### config.mk
export PLATFORM = sky130hd
export DESIGN_NAME = rational_arithmetic_unit
export DESIGN_NICKNAME = d
export VERILOG_FILES = /design/src/rtl/rau_pkg.sv /design/src/rtl/rau_gcd.sv /design/src/rtl/rau_div.sv /design/src/rtl/rational_arithmetic_unit.sv
export SDC_FILE = /design/constraint.sdc
export NUM_CORES = 2
export LEC_CHECK = 0
export BUFFER_PORTS_ARGS = -buffer_cell sky130_fd_sc_hd__buf_4
export CAP_MARGIN = 20
export CORE_MARGIN = 2
export CORE_UTILIZATION = 58
export DETAILED_ROUTE_END_ITERATION = 10
export PLACE_DENSITY = 0.83
export SLEW_MARGIN = 20
export SYNTH_ARGS = -nofsm -noshare
export SYNTH_HDL_FRONTEND = slang
export SYNTH_SLANG_ARGS = --single-unit
### constraint.sdc
create_clock -name aclk -period 8.43 [get_ports aclk]
set_input_delay 1.2645 -clock aclk [delete_from_list [all_inputs] [get_ports aclk]]
set_output_delay 1.2645 -clock aclk [all_outputs]
set_load 0.01 [all_outputs]
### src/rtl/rau_pkg.sv
// Shared types and constants for the rational arithmetic unit.
package rau_pkg;

    localparam int NUM_OUT_W = 33;
    localparam int DEN_OUT_W = 31;
    localparam int EXT_W     = 64;

    typedef enum logic [1:0] {
        ACT_ADD = 2'd0,
        ACT_SUB = 2'd1,
        ACT_MUL = 2'd2,
        ACT_DIV = 2'd3
    } action_t;

    typedef enum logic [1:0] {
        STAT_OK       = 2'd0,
        STAT_ZERO_DEN = 2'd1,
        STAT_DIV_ZERO = 2'd2
    } status_t;

    typedef enum logic [3:0] {
        ST_IDLE,
        ST_MUL0,
        ST_MUL1,
        ST_MUL2,
        ST_COMB,
        ST_GCD_GO,
        ST_GCD_WAIT,
        ST_DIVN_GO,
        ST_DIVN_WAIT,
        ST_DIVD_GO,
        ST_DIVD_WAIT,
        ST_DONE
    } rau_state_t;

    typedef struct packed {
        logic busy;
        logic done;
    } unit_sts_t;

endpackage

### src/rtl/rau_gcd.sv
// Binary GCD engine: one subtract/shift step per cycle, strips common powers of two from the pair.
module rau_gcd #(
    parameter int MW = 32
) (
    input  logic                aclk,
    input  logic                aresetn,
    input  logic                start,
    input  logic [MW-1:0]       num_in,
    input  logic [MW-1:0]       den_in,
    output rau_pkg::unit_sts_t  sts,
    output logic [MW-1:0]       num_out,
    output logic [MW-1:0]       den_out,
    output logic [MW-1:0]       gcd_out
);
    import rau_pkg::*;

    logic [MW-1:0] a_reg, a_next;
    logic [MW-1:0] b_reg, b_next;
    logic [MW-1:0] n_reg, n_next;
    logic [MW-1:0] d_reg, d_next;
    logic          busy_reg, busy_next;
    logic          fin;
    logic [MW:0]   d_ab;
    logic [MW-1:0] d_ba;

    always_ff @(posedge aclk) begin
        if (!aresetn) begin
            busy_reg <= 1'b0;
        end else begin
            busy_reg <= busy_next;
        end
        a_reg <= a_next;
        b_reg <= b_next;
        n_reg <= n_next;
        d_reg <= d_next;
    end

    always_comb begin
        fin       = busy_reg && ((a_reg == '0) || (b_reg == '0));
        d_ab      = {1'b0, a_reg} - {1'b0, b_reg};
        d_ba      = b_reg - a_reg;
        a_next    = a_reg;
        b_next    = b_reg;
        n_next    = n_reg;
        d_next    = d_reg;
        busy_next = busy_reg;
        if (start) begin
            a_next    = num_in;
            b_next    = den_in;
            n_next    = num_in;
            d_next    = den_in;
            busy_next = 1'b1;
        end else if (busy_reg) begin
            if (fin) begin
                busy_next = 1'b0;
            end else if (!a_reg[0] && !b_reg[0]) begin
                a_next = {1'b0, a_reg[MW-1:1]};
                b_next = {1'b0, b_reg[MW-1:1]};
                n_next = {1'b0, n_reg[MW-1:1]};
                d_next = {1'b0, d_reg[MW-1:1]};
            end else if (!a_reg[0]) begin
                a_next = {1'b0, a_reg[MW-1:1]};
            end else if (!b_reg[0]) begin
                b_next = {1'b0, b_reg[MW-1:1]};
            end else if (!d_ab[MW]) begin
                a_next = {1'b0, d_ab[MW-1:1]};
            end else begin
                b_next = {1'b0, d_ba[MW-1:1]};
            end
        end
    end

    assign sts.busy = busy_reg;
    assign sts.done = fin;
    assign num_out  = n_reg;
    assign den_out  = d_reg;
    assign gcd_out  = a_reg | b_reg;

endmodule

### src/rtl/rau_div.sv
// Restoring divider, one quotient bit per cycle.
module rau_div #(
    parameter int MW = 32
) (
    input  logic                aclk,
    input  logic                aresetn,
    input  logic                start,
    input  logic [MW-1:0]       dividend,
    input  logic [MW-1:0]       divisor,
    output rau_pkg::unit_sts_t  sts,
    output logic [MW-1:0]       quotient
);
    import rau_pkg::*;

    localparam int CW = $clog2(MW);

    logic [MW-1:0] rem_reg, rem_next;
    logic [MW-1:0] quo_reg, quo_next;
    logic [MW-1:0] dvs_reg, dvs_next;
    logic [CW-1:0] cnt_reg, cnt_next;
    logic          busy_reg, busy_next;
    logic          done_reg, done_next;
    logic [MW:0]   r_sh;
    logic [MW+1:0] diff;

    always_ff @(posedge aclk) begin
        if (!aresetn) begin
            busy_reg <= 1'b0;
            done_reg <= 1'b0;
            cnt_reg  <= '0;
        end else begin
            busy_reg <= busy_next;
            done_reg <= done_next;
            cnt_reg  <= cnt_next;
        end
        rem_reg <= rem_next;
        quo_reg <= quo_next;
        dvs_reg <= dvs_next;
    end

    always_comb begin
        r_sh      = {rem_reg, quo_reg[MW-1]};
        diff      = {1'b0, r_sh} - {2'b00, dvs_reg};
        rem_next  = rem_reg;
        quo_next  = quo_reg;
        dvs_next  = dvs_reg;
        cnt_next  = cnt_reg;
        busy_next = busy_reg;
        done_next = 1'b0;
        if (start) begin
            rem_next  = '0;
            quo_next  = dividend;
            dvs_next  = divisor;
            cnt_next  = '0;
            busy_next = 1'b1;
        end else if (busy_reg) begin
            if (!diff[MW+1]) begin
                rem_next = diff[MW-1:0];
                quo_next = {quo_reg[MW-2:0], 1'b1};
            end else begin
                rem_next = r_sh[MW-1:0];
                quo_next = {quo_reg[MW-2:0], 1'b0};
            end
            cnt_next = cnt_reg + 1'b1;
            if (cnt_reg == CW'(MW - 1)) begin
                busy_next = 1'b0;
                done_next = 1'b1;
            end
        end
    end

    assign sts.busy = busy_reg;
    assign sts.done = done_reg;
    assign quotient = quo_reg;

endmodule

### src/rtl/rational_arithmetic_unit.sv
// Rational arithmetic unit: combines two fractions and reduces the result by its GCD.
// Add and subtract pass through ST_MUL0, ST_MUL1 and ST_MUL2; multiply and divide skip
// ST_MUL2. The binary GCD engine then reduces the result; a GCD of 1 skips both
// divisions. Errors go straight to the result, and a zero result skips the reduction.
// Throughput: one transaction at a time; s_tready returns in the same cycle that the result is presented on m_tdata.
// Reset: synchronous, active low; clears the sequencer and the output valid.
module rational_arithmetic_unit #(
    parameter int OPERAND_WIDTH = 16
) (
    input  logic                                      aclk,
    input  logic                                      aresetn,
    // s_tdata: first_numerator, first_denominator, second_numerator, second_denominator
    input  logic [((4*OPERAND_WIDTH+7)/8)*8-1:0]     s_tdata,
    // s_tuser: action
    input  logic [1:0]                                s_tuser,
    input  logic                                      s_tvalid,
    output logic                                      s_tready,
    // m_tdata: result_numerator, result_denominator
    output logic [rau_pkg::NUM_OUT_W+rau_pkg::DEN_OUT_W-1:0] m_tdata,
    // m_tuser: status
    output logic [1:0]                                m_tuser,
    output logic                                      m_tvalid,
    input  logic                                      m_tready
);
    import rau_pkg::*;

    localparam int W  = OPERAND_WIDTH;
    localparam int MW = 2 * W;
    localparam int OW = NUM_OUT_W + DEN_OUT_W;

    rau_state_t    state_reg, state_next;
    action_t       act_reg, act_next;
    status_t       stat_reg, stat_next;
    logic [W-1:0]  mn1_reg, mn1_next, md1_reg, md1_next;
    logic [W-1:0]  mn2_reg, mn2_next, md2_reg, md2_next;
    logic          s1_reg, s1_next, s2_reg, s2_next;
    logic [MW-1:0] pa_reg, pa_next, pb_reg, pb_next, pc_reg, pc_next;
    logic [MW-1:0] num_reg, num_next, den_reg, den_next, g_reg, g_next;
    logic          neg_reg, neg_next;
    logic          m_tvalid_reg, m_tvalid_next;
    logic [OW-1:0] m_tdata_reg, m_tdata_next;
    logic [1:0]    m_tuser_reg, m_tuser_next;

    logic [W-1:0]  in_n1, in_d1, in_n2, in_d2;
    logic [W-1:0]  mul_x, mul_y;
    logic [MW-1:0] prod;
    logic [MW:0]   ta, tb, sum;
    logic          neg_b;
    logic [MW-1:0] comb_num, comb_den;
    logic          comb_neg;
    logic [MW:0]   num_sx;
    logic [EXT_W-1:0] num_ext, den_ext;

    logic          gcd_start, div_start;
    unit_sts_t     gcd_sts, div_sts;
    logic [MW-1:0] gcd_num, gcd_den, gcd_g, div_dividend, div_quo;

    assign in_n1 = s_tdata[W-1:0];
    assign in_d1 = s_tdata[2*W-1:W];
    assign in_n2 = s_tdata[3*W-1:2*W];
    assign in_d2 = s_tdata[4*W-1:3*W];

    always_comb begin
        case (state_reg)
            ST_MUL0: begin
                mul_x = mn1_reg;
                mul_y = (act_reg == ACT_MUL) ? mn2_reg : md2_reg;
            end
            ST_MUL1: begin
                case (act_reg) inside
                    ACT_ADD, ACT_SUB: begin
                        mul_x = mn2_reg;
                        mul_y = md1_reg;
                    end
                    ACT_MUL: begin
                        mul_x = md1_reg;
                        mul_y = md2_reg;
                    end
                    default: begin
                        mul_x = md1_reg;
                        mul_y = mn2_reg;
                    end
                endcase
            end
            default: begin
                mul_x = md1_reg;
                mul_y = md2_reg;
            end
        endcase
        prod = MW'(mul_x) * MW'(mul_y);
    end

    always_comb begin
        neg_b    = s2_reg ^ (act_reg == ACT_SUB);
        ta       = s1_reg ? -{1'b0, pa_reg} : {1'b0, pa_reg};
        tb       = neg_b ? -{1'b0, pb_reg} : {1'b0, pb_reg};
        sum      = ta + tb;
        case (act_reg) inside
            ACT_ADD, ACT_SUB: begin
                comb_neg = sum[MW];
                comb_num = sum[MW] ? MW'(-sum) : sum[MW-1:0];
                comb_den = pc_reg;
            end
            default: begin
                comb_neg = s1_reg ^ s2_reg;
                comb_num = pa_reg;
                comb_den = pb_reg;
            end
        endcase
        num_sx  = neg_reg ? -{1'b0, num_reg} : {1'b0, num_reg};
        num_ext = {{(EXT_W-MW-1){num_sx[MW]}}, num_sx};
        den_ext = {{(EXT_W-MW){1'b0}}, den_reg};
    end

    assign gcd_start    = (state_reg == ST_GCD_GO);
    assign div_start    = (state_reg == ST_DIVN_GO) || (state_reg == ST_DIVD_GO);
    assign div_dividend = (state_reg == ST_DIVN_GO) ? num_reg : den_reg;

    rau_gcd #(.MW(MW)) u_gcd (
        .aclk    (aclk),
        .aresetn (aresetn),
        .start   (gcd_start),
        .num_in  (num_reg),
        .den_in  (den_reg),
        .sts     (gcd_sts),
        .num_out (gcd_num),
        .den_out (gcd_den),
        .gcd_out (gcd_g)
    );

    rau_div #(.MW(MW)) u_div (
        .aclk     (aclk),
        .aresetn  (aresetn),
        .start    (div_start),
        .dividend (div_dividend),
        .divisor  (g_reg),
        .sts      (div_sts),
        .quotient (div_quo)
    );

    always_ff @(posedge aclk) begin
        if (!aresetn) begin
            state_reg    <= ST_IDLE;
            m_tvalid_reg <= 1'b0;
        end else begin
            state_reg    <= state_next;
            m_tvalid_reg <= m_tvalid_next;
        end
        act_reg     <= act_next;
        stat_reg    <= stat_next;
        mn1_reg     <= mn1_next;
        md1_reg     <= md1_next;
        mn2_reg     <= mn2_next;
        md2_reg     <= md2_next;
        s1_reg      <= s1_next;
        s2_reg      <= s2_next;
        pa_reg      <= pa_next;
        pb_reg      <= pb_next;
        pc_reg      <= pc_next;
        num_reg     <= num_next;
        den_reg     <= den_next;
        g_reg       <= g_next;
        neg_reg     <= neg_next;
        m_tdata_reg <= m_tdata_next;
        m_tuser_reg <= m_tuser_next;
    end

    always_comb begin
        state_next    = state_reg;
        act_next      = act_reg;
        stat_next     = stat_reg;
        mn1_next      = mn1_reg;
        md1_next      = md1_reg;
        mn2_next      = mn2_reg;
        md2_next      = md2_reg;
        s1_next       = s1_reg;
        s2_next       = s2_reg;
        pa_next       = pa_reg;
        pb_next       = pb_reg;
        pc_next       = pc_reg;
        num_next      = num_reg;
        den_next      = den_reg;
        g_next        = g_reg;
        neg_next      = neg_reg;
        m_tdata_next  = m_tdata_reg;
        m_tuser_next  = m_tuser_reg;
        m_tvalid_next = m_tvalid_reg && !m_tready;
        s_tready      = (state_reg == ST_IDLE);

        unique case (state_reg)
            ST_IDLE: begin
                if (s_tvalid) begin
                    act_next = action_t'(s_tuser);
                    mn1_next = in_n1[W-1] ? (~in_n1 + 1'b1) : in_n1;
                    md1_next = in_d1[W-1] ? (~in_d1 + 1'b1) : in_d1;
                    mn2_next = in_n2[W-1] ? (~in_n2 + 1'b1) : in_n2;
                    md2_next = in_d2[W-1] ? (~in_d2 + 1'b1) : in_d2;
                    s1_next  = in_n1[W-1] ^ in_d1[W-1];
                    s2_next  = in_n2[W-1] ^ in_d2[W-1];
                    num_next = '0;
                    den_next = MW'(1);
                    neg_next = 1'b0;
                    if ((in_d1 == '0) || (in_d2 == '0)) begin
                        stat_next  = STAT_ZERO_DEN;
                        state_next = ST_DONE;
                    end else if ((action_t'(s_tuser) == ACT_DIV) && (in_n2 == '0)) begin
                        stat_next  = STAT_DIV_ZERO;
                        state_next = ST_DONE;
                    end else begin
                        stat_next  = STAT_OK;
                        state_next = ST_MUL0;
                    end
                end
            end
            ST_MUL0: begin
                pa_next    = prod;
                state_next = ST_MUL1;
            end
            ST_MUL1: begin
                pb_next    = prod;
                state_next = ((act_reg == ACT_ADD) || (act_reg == ACT_SUB)) ? ST_MUL2 : ST_COMB;
            end
            ST_MUL2: begin
                pc_next    = prod;
                state_next = ST_COMB;
            end
            ST_COMB: begin
                if (comb_num == '0) begin
                    num_next   = '0;
                    den_next   = MW'(1);
                    neg_next   = 1'b0;
                    state_next = ST_DONE;
                end else begin
                    num_next   = comb_num;
                    den_next   = comb_den;
                    neg_next   = comb_neg;
                    state_next = ST_GCD_GO;
                end
            end
            ST_GCD_GO: begin
                state_next = ST_GCD_WAIT;
            end
            ST_GCD_WAIT: begin
                if (gcd_sts.done) begin
                    num_next   = gcd_num;
                    den_next   = gcd_den;
                    g_next     = gcd_g;
                    state_next = (gcd_g == MW'(1)) ? ST_DONE : ST_DIVN_GO;
                end
            end
            ST_DIVN_GO: begin
                state_next = ST_DIVN_WAIT;
            end
            ST_DIVN_WAIT: begin
                if (div_sts.done) begin
                    num_next   = div_quo;
                    state_next = ST_DIVD_GO;
                end
            end
            ST_DIVD_GO: begin
                state_next = ST_DIVD_WAIT;
            end
            ST_DIVD_WAIT: begin
                if (div_sts.done) begin
                    den_next   = div_quo;
                    state_next = ST_DONE;
                end
            end
            ST_DONE: begin
                if (!m_tvalid_reg || m_tready) begin
                    m_tvalid_next = 1'b1;
                    m_tdata_next  = {den_ext[DEN_OUT_W-1:0], num_ext[NUM_OUT_W-1:0]};
                    m_tuser_next  = stat_reg;
                    state_next    = ST_IDLE;
                end
            end
            default: begin
                state_next = ST_IDLE;
            end
        endcase
    end

    assign m_tvalid = m_tvalid_reg;
    assign m_tdata  = m_tdata_reg;
    assign m_tuser  = m_tuser_reg;

    assert property (@(posedge aclk) disable iff (!aresetn)
        (m_tvalid_reg && (m_tuser_reg != STAT_OK)) |->
            (m_tdata_reg[NUM_OUT_W-1:0] == '0) &&
            (m_tdata_reg[OW-1:NUM_OUT_W] == DEN_OUT_W'(1)))
        else $error("error transaction without 0/1 result");

    assert property (@(posedge aclk) disable iff (!aresetn)
        !(gcd_sts.busy && div_sts.busy))
        else $error("gcd engine and divider active together");

    assert property (@(posedge aclk) disable iff (!aresetn)
        (s_tvalid && s_tready) |-> (!gcd_sts.busy && !div_sts.busy))
        else $error("transaction accepted while arithmetic busy");

    assert property (@(posedge aclk) disable iff (!aresetn)
        (m_tvalid_reg && (OPERAND_WIDTH <= 16)) |-> (m_tdata_reg[OW-1:NUM_OUT_W] != '0))
        else $error("zero result denominator");

endmodule
# Yosys cells after proc, flatten, opt, wreduce, memory -nomap -nowiden
# Cells that the tools add are included.
word_totals:
  regBits: 566
classes:
  add_sub_neg: 13
  multipliers: 1
  eq_ne: 25
  muxes: 77
  n_bitwise: 11
  n_reduce_logical: 43
op_table:
  columns: ["operator", "count"]
  rows:
  - ["$mux 32", 37]
  - ["$pmux 32 s4", 2]
  - ["$neg 32->33", 3]
  - ["$logic_not 32->1", 3]
  - ["$mux 33", 2]
  - ["$add 16x1->16 const B", 4]
  - ["$mux 16", 4]
  - ["$not 16->16", 4]
  - ["$pmux 16 s2", 2]
  - ["$mux 15", 4]
  - ["$logic_not 16->1", 3]
  - ["$pmux 4 s12", 1]
  - ["$mux 4", 9]
  - ["$sub 33x32->34", 1]
  - ["$add 33x33->33", 1]
  - ["$sub 32x32->33", 1]
  - ["$eq 32x1->1 const B", 1]
  - ["$mul 16x16->32", 1]
  - ["$neg 32->32", 1]
  - ["$or 32x32->32", 1]
  - ["$sub 32x32->32", 1]
  - ["$eq 4x3->1 const B", 4]
  - ["$eq 4x4->1 const B", 4]
  - ["$reduce_and 4->1", 4]
  - ["other kinds (28)", 72]

# Logic depth before layout (Yosys ltp)
logic_depth:
  word_depth: 10
  depth_mapped: 36

# Modules after synthesis
# Synthesis repeated with hierarchy kept, for this count alone.
hier_totals:
  cells_unflattened: 4386
  area_unflattened_um2: 43752.0
modules_own_cells:
  columns: ["module", "n_inst", "cells_per_inst", "area_per_inst_um2"]
  rows:
  - ["rational_arithmetic_unit", 1, 2710, 27403.8]
  - ["rau_gcd", 1, 1083, 10351.2]
  - ["rau_div", 1, 593, 5997.0]

# Least setup slack after synthesis
# Ideal clock, no wire load.
synth_timing:
  path_type: "register to register"
  start: "reg state_reg[0]"
  end: "reg pa_reg[31] (data pin)"
  setup_ns: 0.269
  t_arrival_ns: 8.640
  slack_ns: -0.479
  path_stages_with_launch: 33
  cell_sequence: "dfxtp_1 -> clkbuf_1 -> nor2b_1 -> nand2_1 -> inv_1 -> clkbuf_1 -> buf_1 -> a22oi_1 -> nand2_1 -> clkbuf_1 -> nand2_1 -> fa_1 -> fa_1 -> fa_1 -> fa_1 -> inv_1 -> fa_1 -> fa_1 -> ha_1 -> a21o_1 -> a21oi_1 -> nor2_1 -> a211o_1 -> a21oi_1 -> a211oi_1 -> nor3_1 -> o31ai_1 -> o211ai_1 -> a21boi_0 -> o21ai_0 -> nand2b_1 -> a21oi_1 -> xnor2_1"
synth_between:
  elab_chain_cells: 3
  word_cells_on_any_way: 5
synth_lines:
  columns: ["item", "line", "source"]
  rows:
  - ["start: declaration", "rational_arithmetic_unit.sv:31", "rau_state_t state_reg, state_next;"]
  - ["start signal: assignment", "rational_arithmetic_unit.sv:146", "state_reg <= state_next;"]
  - ["$eq 4x2->1 or $eq 4x1->1 (tied branches)", "rational_arithmetic_unit.sv:64", "case (state_reg)"]
  - ["$pmux 16 s2", "rational_arithmetic_unit.sv:64", null]
  - ["$mul 16x16->32 *", "rational_arithmetic_unit.sv:90", "prod = MW'(mul_x) * MW'(mul_y);"]
  - ["named net prod[31]", "rational_arithmetic_unit.sv:46", "logic [MW-1:0] prod;"]
  - ["end signal: assignment", "rational_arithmetic_unit.sv:157", "pa_reg <= pa_next;"]
  - ["end: declaration", "rational_arithmetic_unit.sv:37", "logic [MW-1:0] pa_reg, pa_next, pb_reg, pb_next, pc_reg, pc_next;"]
# The timed path passes the listed nets; every way through them passes the cells marked *.
# A chain may end at the register's enable or synchronous reset.

# Final worst setup path
layout_timing:
  start: "reg pb_reg[0]"
  end: "reg den_reg[21] (data pin)"
layout_between:
  elab_chain_cells: 9
layout_lines:
  columns: ["item", "line", "source"]
  rows:
  - ["start: declaration", "rational_arithmetic_unit.sv:37", null]
  - ["start signal: assignment", "rational_arithmetic_unit.sv:158", "pb_reg <= pb_next;"]
  - ["$neg 32->33", "rational_arithmetic_unit.sv:96", "tb = neg_b ? -{1'b0, pb_reg} : {1'b0, pb_reg};"]
  - ["$mux 33 *", "rational_arithmetic_unit.sv:96", null]
  - ["$add 33x33->33 *", "rational_arithmetic_unit.sv:97", "sum = ta + tb;"]
  - ["$neg 32->32", "rational_arithmetic_unit.sv:101", "comb_num = sum[MW] ? MW'(-sum) : sum[MW-1:0];"]
  - ["$mux 32 *", "rational_arithmetic_unit.sv:101", null]
  - ["$mux 32 *", "rational_arithmetic_unit.sv:98", "case (act_reg) inside"]
  - ["$logic_not 32->1 *", "rational_arithmetic_unit.sv:228", "if (comb_num == '0) begin"]
  - ["$mux 32 *", "rational_arithmetic_unit.sv:228", null]
  - ["$pmux 32 s4 *", "rational_arithmetic_unit.sv:190", "unique case (state_reg)"]
  - ["named net den_next[21]", "rational_arithmetic_unit.sv:38", "logic [MW-1:0] num_reg, num_next, den_reg, den_next, g_reg, g_next;"]
  - ["end signal: assignment", "rational_arithmetic_unit.sv:161", "den_reg <= den_next;"]
  - ["end: declaration", "rational_arithmetic_unit.sv:38", null]
# Marked as above.

==> impl_metrics.env <==
export IMPL_layout_worst_path_cycle_share_pct=95.5
export IMPL_seq_area_frac_synth_pct=38.9
export IMPL_fin_tns_setup_ps=0
export IMPL_max_freq_mhz=124
export IMPL_skew_ps=49.0
export IMPL_clock_sinks=566
export IMPL_drc_errors=0
export IMPL_routed_top_layer="met4"
export IMPL_grt_pass1_vias=33500
export IMPL_syn_avg_cell_area_um2=9.60
export IMPL_start_util_pct=58.5
export IMPL_syn_cell_area_mm2=0.0426
export IMPL_num_io_pins=138
export IMPL_gp_congestion=0.996
export IMPL_fin_ws_ps=376
export IMPL_synth_top_area_share_pct=36.7
export IMPL_fin_cells=5535
export IMPL_drv_slew=0
export IMPL_setup_worst_path_end_class="flop"
export IMPL_largest_reg_flops=64
export IMPL_synth_edf_count=521
export IMPL_postCtsHoldBufs=0
export IMPL_place_ws_ps=35.9
export IMPL_crit_family="simple AND/OR/NAND/NOR gates"
export IMPL_grt_max_degree=94
export IMPL_num_vias=34300
export IMPL_min_path_cells=0
export IMPL_synth_most_common_cell="nand2_1"
export IMPL_rows=99
export IMPL_synth_cell_types=95
export IMPL_critPathRequiredTime_ps=8800
export IMPL_wl_met3_mm=10.0
export IMPL_period_minus_slack_ps=8050
export IMPL_max_stage_delay_ps=670
export IMPL_max_slew_margin_rel_pct=31.4
export IMPL_synth_warning_count=0
export IMPL_holdWs_ps=401
export IMPL_drv_cap=0
export IMPL_crit_fanout=23
export IMPL_cp_common_cell="nand4_1"
export IMPL_grt_antenna_before_repair=0
export IMPL_hold_class="reg2reg"
export IMPL_synth_top_flop_cell="edfxtp_1"
export IMPL_post_dp_hpwl_mm=98.7
export IMPL_cts_made_buffers=60
export IMPL_netlist_instances=4434
export IMPL_status="finished clean"
export IMPL_drt_met1_wl_mm=48.8
export IMPL_rsz0062_at_grt="false"
export IMPL_syn_to_final_growth_pct=10.4
export IMPL_drive_gt1_share_pct=8.96
export IMPL_grt_overflow=0
export IMPL_clockBufferDepth=3
export IMPL_ant_nets=0
export IMPL_crit_type="reg2reg"
export IMPL_dp_cells=5418
export IMPL_final_hold_viol_count=0
export IMPL_reg2regPathDepth=24
export IMPL_coreArea_mm2=0.0728
export IMPL_netlist_top_cells_area="edfxtp_1 (37%), fa_1 (9.3%), ha_1 (7.9%), nand2_1 (5.2%), xnor2_1 (4.8%)"
export IMPL_crit_arrival_ps=8420
export IMPL_synthArstFlopShare_pct=0
export IMPL_viasPerCell=6.20
export IMPL_die_area_mm2=0.0756
export IMPL_syn_nets=4972
export IMPL_ys_seq_elements=566
export IMPL_clock_latency_ps=670
export IMPL_yosysTopAreaCell="edfxtp_1"
export IMPL_path_buf_inv=2
export IMPL_grt_use_total_pct=33.8
export IMPL_path_cells="inv_1 > ha_1 > or3b_2 > nand2b_1 > or3_1 > nor2_1 > a21oi_1 > xnor2_1 > ha_1 > nand4_1 > or4_1 > nor4b_1 > a211o_1 > xnor2_1 > o2111ai_1 > nor4_2 > nand4_1 > nand3_1 > nand4_1 > nor4_2 > nand3_1 > nand2_2 > buf_12 > o21ai_1"
export IMPL_grt_pass1_wl_mm=195
export IMPL_die_h_um=275
export IMPL_ys_top_cells_by_count="nand2_1 (586), edfxtp_1 (521), inv_1 (430)"
export IMPL_routed_wl_mm=128
export IMPL_io_buffer_count=137
export IMPL_die_w_um=275
export IMPL_crit_cells=24
export IMPL_drtPass1Iterations=6
export IMPL_setup_viol=0
export IMPL_cts_tree="yes"
export IMPL_nNetsFinal=5064
export IMPL_avgRoutedWirePerCell_um=23.1
export IMPL_clkTransAtPathRegs_ps=70
export IMPL_cts_root_buf="clkbuf_16"
export IMPL_start_kind="flop"
export IMPL_tightest_slew_ps=1030
export IMPL_cp_slowest_cell="nor4_2"
export IMPL_htreeDepth=2
export IMPL_wl_met2_mm=60.4
export IMPL_dr_first_iter_drc_count=3674
## kinds of logic after synthesis
group                    count (synthesis)  share of synthesized area, %
AND/OR/NAND/NOR                       1415                          15.2
AO/OA/AOI/OAI                          945                          14.4
buffers and inverters                  640                          5.76
flip-flops                             566                          38.9
adder cells (fa/ha/maj)                468                          17.2
XOR/XNOR                               300                          6.22
multiplexers                           100                          2.36
## cells in the final DEF, fill, tap and decap left out, drive strengths merged, types with 15 or more instances in the layout
cell type	count
xor2	68
or4	27
inv	434
edfxtp	521
o41ai	25
nand3	51
and3	19
fa	198
o211ai	15
dfxtp	45
o31ai	41
or3	52
mux2i	96
and2	39
o21bai	31
nor2	378
o21ai	266
buf	237
ha	270
a221oi	24
a21oi	205
nor2b	24
nor4	41
a211oi	24
nand2b	40
clkbuf	70
nor3	68
o21a	32
a31oi	29
xnor2	231
a22oi	100
clkinv	24
nand2	587
nand4	29
a21o	38
or2	19
## routing by layer
layer | vias to the layer above | GRT usage, %
met3 | 411 | 4.56
li1 | 15700 | -
met4 | 0 | 19.2
met1 | 16400 | 41.9
met2 | 1776 | 57.1
met5 | - | 0
## final timing paths
check | start | end | slack (ps)
setup / recovery | pb_reg[0]$_DFFE_PN_ | den_reg[21]$_DFFE_PP_ | 380
hold / removal | g_reg[2]$_DFFE_PP_ | u_div.dvs_reg[2]$_DFFE_PN_ | 400
setup reg to reg | pb_reg[0]$_DFFE_PN_ | den_reg[21]$_DFFE_PP_ | 380
hold reg to reg | g_reg[2]$_DFFE_PP_ | u_div.dvs_reg[2]$_DFFE_PN_ | 400
## what timing repair did
| action | CTS | global route |
|---|---|---|
| setup buffers | 0 | 3 |
| resized for setup | 1 | 18 |
| endpoints found under the setup margin | 3 | 21 |
| pin swaps | 0 | 4 |
| gates cloned | 0 | 1 |
## stage by stage
stage,cell area (um2),util (%)
6_report,47000,64.5
2_1_floorplan,42600,-
4_1_cts,46900,64.3
3_3_place_gp,44800,61.5
5_1_grt,47000,64.5
3_5_place_dp,44800,61.5
## layout make-up
cell class,instances,area [um2]
Fill cell,5795,25800
Multi-Input combinational cell,3228,23700
Sequential cell,566,16500
Timing Repair Buffer,238,1850
Inverter,432,1620
Clock buffer,70,1570
Tap cell,959,1200
Clock inverter,41,464
Antenna cell,1,2.50
Power is not shown: default switching activity piles up to over one toggle a cycle in this logic, so the estimate is an artifact.
